**src/hw/rtl/tls_pkg.sv**
```systemverilog
// Shared types, constants and lookup functions for the traffic light sequencer.
`default_nettype none

package tls_pkg;

  localparam logic [7:0] DIGIT_TICKS_RST  = 8'd77;
  localparam logic [7:0] ORANGE_TICKS_RST = 8'd153;
  localparam logic [2:0] DIGIT_START      = 3'd6;

  typedef enum logic [0:0] {
    CFG_DIGIT_TICKS  = 1'b0,
    CFG_ORANGE_TICKS = 1'b1
  } cfg_index_t;

  typedef enum logic [2:0] {
    PH_RG   = 3'd0,
    PH_OR1  = 3'd1,
    PH_GR   = 3'd2,
    PH_OR2  = 3'd3,
    PH_RR   = 3'd4,
    PH_RO   = 3'd5,
    PH_HALT = 3'd6
  } phase_t;

  typedef struct packed {
    logic button_one;
    logic button_two;
  } tick_t;

  typedef struct packed {
    logic       red_one;
    logic       orange_one;
    logic       green_one;
    logic       red_two;
    logic       orange_two;
    logic       green_two;
    logic [6:0] segments;
    logic [2:0] phase_code;
  } lamp_t;

  typedef struct packed {
    logic [7:0] digit_ticks;
    logic [7:0] orange_ticks;
  } cfg_t;

  typedef struct packed {
    phase_t     phase;
    logic [7:0] tick_count;
    logic [2:0] digit_index;
    logic       request_one;
    logic       request_two;
    logic [6:0] display_pattern;
  } seq_state_t;

  // bit0 a .. bit6 g
  function automatic logic [6:0] digit_pattern(input logic [2:0] idx);
    logic [6:0] pat;
    case (idx)
      3'd0:    pat = 7'h3f;
      3'd1:    pat = 7'h06;
      3'd2:    pat = 7'h5b;
      3'd3:    pat = 7'h4f;
      3'd4:    pat = 7'h66;
      3'd5:    pat = 7'h6d;
      3'd6:    pat = 7'h7d;
      default: pat = 7'h00;
    endcase
    return pat;
  endfunction

  // {green_two, orange_two, red_two, green_one, orange_one, red_one}
  function automatic logic [5:0] lamp_bits(input phase_t p);
    logic [5:0] lamps;
    case (p)
      PH_RG:   lamps = 6'h21;
      PH_OR1:  lamps = 6'h12;
      PH_GR:   lamps = 6'h0c;
      PH_OR2:  lamps = 6'h12;
      PH_RR:   lamps = 6'h09;
      default: lamps = 6'h11;
    endcase
    return lamps;
  endfunction

endpackage

`default_nettype wire

```
**src/hw/rtl/tls_step.sv**
```systemverilog
// Next-state and result logic for one timer tick.
`default_nettype none

module tls_step
  import tls_pkg::*;
(
  input  cfg_t       cfg,
  input  seq_state_t state,
  input  tick_t      tick,
  output seq_state_t state_next,
  output lamp_t      result
);

  always_comb begin
    phase_t     p;
    logic       countdown;
    logic [5:0] lamps;
    logic [7:0] limit;
    logic [8:0] next_count;

    p = state.phase;
    if (state.phase > PH_HALT) begin
      p = PH_HALT;
    end
    countdown = (p == PH_RG) || (p == PH_GR) || (p == PH_RR);

    state_next = state;
    if (countdown) begin
      state_next.display_pattern = digit_pattern(state.digit_index);
    end
    state_next.request_one = state.request_one | tick.button_one;
    state_next.request_two = state.request_two | tick.button_two;

    limit = countdown ? cfg.digit_ticks : cfg.orange_ticks;
    if (limit == 8'd0) begin
      limit = 8'd1;
    end
    next_count = {1'b0, state.tick_count} + 9'd1;

    if (p == PH_HALT) begin
      state_next.phase      = PH_HALT;
      state_next.tick_count = 8'd0;
    end else if (next_count >= {1'b0, limit}) begin
      state_next.tick_count = 8'd0;
      if (countdown && state.digit_index != 3'd0 && state.digit_index <= DIGIT_START) begin
        state_next.digit_index = state.digit_index - 3'd1;
      end else begin
        state_next.digit_index = DIGIT_START;
        unique case (p)
          PH_RG:   state_next.phase = PH_OR1;
          PH_OR1:  state_next.phase = PH_GR;
          PH_GR:   state_next.phase = PH_OR2;
          PH_OR2:  state_next.phase = (state_next.request_one | state_next.request_two)
                                      ? PH_RR : PH_RG;
          PH_RR:   state_next.phase = PH_RO;
          default: state_next.phase = PH_HALT;
        endcase
      end
    end else begin
      state_next.tick_count = next_count[7:0];
      state_next.phase      = p;
    end

    lamps             = lamp_bits(p);
    result.red_one    = lamps[0];
    result.orange_one = lamps[1];
    result.green_one  = lamps[2];
    result.red_two    = lamps[3];
    result.orange_two = lamps[4];
    result.green_two  = lamps[5];
    result.segments   = state_next.display_pattern;
    result.phase_code = 3'(p);
  end

endmodule

`default_nettype wire

```
**src/hw/rtl/tls_core.sv**
```systemverilog
// Sequencer state registers and the registered result stage.
`default_nettype none

module tls_core
  import tls_pkg::*;
(
  input  logic  clk,
  input  logic  rst,
  input  cfg_t  cfg,
  input  logic  step_valid,
  input  tick_t step,
  output logic  take,
  output logic  lamp_valid,
  input  logic  lamp_stall,
  output lamp_t lamp
);

  seq_state_t state;
  seq_state_t state_next;
  lamp_t      result;

  tls_step u_step (
    .cfg        (cfg),
    .state      (state),
    .tick       (step),
    .state_next (state_next),
    .result     (result)
  );

  assign take = step_valid && (!lamp_valid || !lamp_stall);

  always_ff @(posedge clk) begin
    if (rst) begin
      state.phase           <= PH_RG;
      state.tick_count      <= 8'd0;
      state.digit_index     <= DIGIT_START;
      state.request_one     <= 1'b0;
      state.request_two     <= 1'b0;
      state.display_pattern <= 7'd0;
    end else if (take) begin
      state <= state_next;
    end
  end

  always_ff @(posedge clk) begin
    if (rst) begin
      lamp_valid <= 1'b0;
    end else if (take) begin
      lamp_valid <= 1'b1;
    end else if (!lamp_stall) begin
      lamp_valid <= 1'b0;
    end
  end

  always_ff @(posedge clk) begin
    if (take) begin
      lamp <= result;
    end
  end

  a_halt_sticky: assert property (@(posedge clk) disable iff (rst)
    (state.phase == PH_HALT) |=> (state.phase == PH_HALT))
    else $error("halt left");

  a_stall_holds_state: assert property (@(posedge clk) disable iff (rst)
    (lamp_valid && lamp_stall) |=> $stable(state))
    else $error("state moved while result stalled");

  a_phase_change_clears: assert property (@(posedge clk) disable iff (rst)
    (take && state_next.phase != state.phase) |-> (state_next.tick_count == 8'd0))
    else $error("tick count not cleared on phase change");

  a_countdown_lit: assert property (@(posedge clk) disable iff (rst)
    (lamp_valid && (lamp.phase_code == 3'(PH_RG) || lamp.phase_code == 3'(PH_GR)
                    || lamp.phase_code == 3'(PH_RR))) |-> (lamp.segments != 7'd0))
    else $error("countdown display dark");

endmodule

`default_nettype wire

```
**src/hw/rtl/traffic_light_sequencer.sv**
```systemverilog
// Top level of the two-way traffic light sequencer.
//
// Input channel tick/tick_valid/tick_stall: one item per timer tick, carrying
// the two request button levels. Output channel lamp/lamp_valid/lamp_stall:
// one item per tick, giving the lamps, display pattern and phase of that tick.
// An item passes an input register and then the sequencer logic, whose result
// is registered in the result register, which presents it to the receiver.
// One tick is taken every cycle while the receiver does not stall; the single
// result register is the limit, refilled in the same cycle it is emptied.
// When the receiver stalls, the result register holds and the input register
// fills; tick_stall rises once both are occupied, and no state advances.
// Configuration: cfg_we, cfg_index (0 digit_ticks, 1 orange_ticks), cfg_data,
// written while idle. Reset sets 77 and 153 ticks, phase red/green, countdown
// at six, latches clear, display dark, and empties both registers.
`default_nettype none

module traffic_light_sequencer
  import tls_pkg::*;
(
  input  logic       clk,
  input  logic       rst,
  input  logic       cfg_we,
  input  logic [0:0] cfg_index,
  input  logic [7:0] cfg_data,
  input  logic       tick_valid,
  output logic       tick_stall,
  input  tick_t      tick,
  output logic       lamp_valid,
  input  logic       lamp_stall,
  output lamp_t      lamp
);

  cfg_t  cfg;
  logic  held_valid;
  tick_t held;
  logic  take;
  logic  accept;

  always_ff @(posedge clk) begin
    if (rst) begin
      cfg.digit_ticks  <= DIGIT_TICKS_RST;
      cfg.orange_ticks <= ORANGE_TICKS_RST;
    end else if (cfg_we) begin
      unique case (cfg_index_t'(cfg_index))
        CFG_DIGIT_TICKS:  cfg.digit_ticks  <= cfg_data;
        CFG_ORANGE_TICKS: cfg.orange_ticks <= cfg_data;
        default:          cfg.digit_ticks  <= cfg.digit_ticks;
      endcase
    end
  end

  assign tick_stall = held_valid && !take;
  assign accept     = tick_valid && !tick_stall;

  always_ff @(posedge clk) begin
    if (rst) begin
      held_valid <= 1'b0;
    end else if (accept) begin
      held_valid <= 1'b1;
    end else if (take) begin
      held_valid <= 1'b0;
    end
  end

  always_ff @(posedge clk) begin
    if (accept) begin
      held <= tick;
    end
  end

  tls_core u_core (
    .clk        (clk),
    .rst        (rst),
    .cfg        (cfg),
    .step_valid (held_valid),
    .step       (held),
    .take       (take),
    .lamp_valid (lamp_valid),
    .lamp_stall (lamp_stall),
    .lamp       (lamp)
  );

endmodule

`default_nettype wire
```
**config.mk**
```make
export PLATFORM = sky130hd
export DESIGN_NAME = traffic_light_sequencer
export DESIGN_NICKNAME = d
export VERILOG_FILES = /design/src/hw/rtl/tls_pkg.sv /design/src/hw/rtl/tls_step.sv /design/src/hw/rtl/tls_core.sv /design/src/hw/rtl/traffic_light_sequencer.sv
export SDC_FILE = /design/constraint.sdc
export NUM_CORES = 1
export LEC_CHECK = 0
export BUFFER_PORTS_ARGS = -buffer_cell sky130_fd_sc_hd__buf_2
export CORE_ASPECT_RATIO = 0.5
export CORE_UTILIZATION = 50
export CTS_BUF_LIST = sky130_fd_sc_hd__clkbuf_4 sky130_fd_sc_hd__clkbuf_8
export DETAILED_ROUTE_END_ITERATION = 8
export PLACE_DENSITY_LB_ADDON = 0.2
export SYNTH_ARGS = -nofsm -noshare
export SYNTH_HDL_FRONTEND = slang
export SYNTH_SLANG_ARGS = --single-unit
```
**constraint.sdc**
```tcl
create_clock -name clk -period 3 [get_ports clk]
set_input_delay 0.15 -clock clk [delete_from_list [all_inputs] [get_ports clk]]
set_output_delay 0.15 -clock clk [all_outputs]
set_load 0.03 [all_outputs]
```
==> results.toml <==
[flow_run]
drv_cap = 0

[route]
vias = 2373
dr.pass1.iters = 4
drt_iter0_drc = 73
wire_per_inst_um = 13.79
drt_wl_total_um = 5997
drc = 0
antenna_left = 0
viasPerCell = 5.455

[synthesis]
yosysTopAreaCell = "dfxtp_1"
ys_seq_area_share_pct = 46.04
synth_area_per_cell_um2 = 9.211
async_flop_share_pct = 0
synth.net_count = 352
yosys_warnings = 0
syn_inst = 321
synth-edff-count = 18
yosys_register_bits = 59
synth_cell_types = 52
yosysTopAreaCellShare_pct = 27.76
synth_area_mm2 = 0.002957
synth_top_cells_by_area = "dfxtp_1 (28%), edfxtp_1 (18%), ha_1 (6.3%)"
synth_ff_type = "dfxtp_1"

[timing]
slew_viol_final = 0
grt_setup_unrepaired = "no"
fin_setup_tns_ps = 0
finalHoldViolations = 0
period_needed_ps = 2682
fmax_mhz = 372.8
finalSetupViolations = 0
hold_slack_ps = 29.03
relSlewSlack_pct = 48.40
fin_crit_sh_pct = 89.41
tightestPinTransition_ps = 773.1
skew_ps = 7.063

[floorplan]
boundaryPins = 34
die_area_mm2 = 0.006244
die_w_um = 110.8
die_h_um = 56.38
start_util_pct = 52.92
row_count = 19
coreArea_mm2 = 0.005587

[global_route]
first_global_vias = 2264
grt_util_all_layers_pct = 21.04
grt_use_met3_pct = 7.991
top_usage_layer = "met2"
grt_pass1_wl_um = 10210
grtUsageMet1_pct = 25.14
grt_max_degree = 30
grt-ovfl-total = 0
antenna_found_initial = 0
grtUsageMet2_pct = 35.23

[setup_path]
criticalPathCategory = "flop to flop"
reg2reg_slack_ps = 320
crit_path_max_fanout = 6
critPathLaunchType = "flop"
endpoint_kind = "flop"
critPathArrivalTime_ps = 2960
crit_required_ps = 3280

[cts]
cts.sinks = 59
clk_latency_ps = 350
tritoncts = "done"
cts_root_buffer = "clkbuf_8"
htreeDepth = 3
clk_pin_slew_ps = 70
numCtsBuffers = 9
clockBufferDepth = 2

[power]
peakVddDrop_mv = 0.3056
power_mw = 1.899
powerDensity_mw_per_mm2 = 546.0
leakage_nw = 1.469

[place]
dp_hpwl_um = 4262
port-buffer-count = 33
placed_cell_area_mm2 = 0.003188
dp.cells = 416
gp_congestion = 0.8841

[cells_and_area]
num-fill-cells = 499
instances_no_fill = 435
area_growth_pct = 17.60
n_antenna_cell = 0
layout_common_cells = "nand2_1 (48), dfxtp_1 (41), buf_2 (33)"
design_area_mm2 = 0.003477
drive_gt1_share_pct = 19.89
layout.cells.most_common = "nand2_1"
nets = 388

[worst_hold_path]
hp-class = "input port to flop"

[run_status]
status = "completed"
[metrics by stage]
stage / setup slack (ps) / util (%)
after floorplan: 449.4 / -
after global placement: 303.2 / 57.07
after detailed placement: 169.8 / 57.07
after CTS: 146.5 / 61.86
after global routing: 40.26 / 62.24
final: 317.6 / 62.24
[layer usage]
| metal | routed length [µm] | up-vias | share of wire [%] |
|---|---|---|---|
| met4 | 28 | 0 | 0.47 |
| met2 | 2766 | 52 | 46 |
| met1 | 2851 | 1094 | 48 |
| met3 | 350 | 5 | 5.8 |
| met5 | 0 | - | 0 |
| li1 | - | 1222 | - |
[sequential cells by signal, indices dropped and copies added (netlist names)]
name,count
u_core.state,23
u_core.lamp,16
cfg,16
held,2
held_valid,1
u_core.lamp_valid,1
[synthesized netlist by cell type, types with 4 or more instances]
cell type  count
nand2_1       48
dfxtp_1       41
nand3_1       32
a21oi_1       21
nor2_1        19
edfxtp_1      18
ha_1          15
clkbuf_1      12
mux2i_1       12
o21ai_0        9
inv_1          8
nor3_1         7
and3_1         5
buf_2          5
a21o_1         4
and2_1         4
nand4_1        4
nor2b_1        4
xor2_1         4
[power breakdown]
part,internal [mW],leakage [nW],switching (mW)
clock network,0.558,0.120,0.347
logic,0.0458,0.867,0.0817
registers,0.850,0.482,0.0162
total,1.45,1.47,0.444
[what timing repair did]
| action | CTS | global route |
|---|---|---|
| hold endpoints to repair | 2 | 0 |
| endpoints found under the setup margin | 0 | 3 |
| hold buffers | 2 | 0 |
| buffers inserted | 0 | 1 |
| gates resized for setup | 0 | 2 |
[worst paths after layout]
path / endpoint / start / cells past startpoint
worst max-delay path: u_core.state[11] / u_core.state[12] / 10
worst max register to register: u_core.state[11] / u_core.state[12] / 10
worst min register to register: cfg[2] / cfg[2] / 2
worst min-delay path: cfg[8] / cfg_data[0] / 3
[kinds of logic after synthesis]
group           synth area share [%]
xor+xnor                       2.074
compound gates                 14.98
fa+ha+maj                      6.348
simple gates                   21.58
mux                            4.063
buf+inv                        4.908
flops                          46.04
[cell type report]
class                   instances  area [µm²]  area share [%]
clock buffers                   9       123.9           3.562
repair buffers                 47       275.3           7.917
clock inverters                 7       123.9           3.562
flip-flops and latches         59        1361           39.15
inverters                      10       37.54           1.080
well taps                      73       91.34           2.627
multi-input cells             230        1464           42.10
[worst max-delay path: stages, from the launching register on]
cell,delay [ps]
dfxtp_1,420
ha_2,260
nand2_1,100
nor2_4,180
xor2_1,190
ha_1,270
a21o_1,160
a21o_1,210
a311o_2,410
o211ai_4,230
mux2i_1,200
Power figures use the tool's default switching activity.
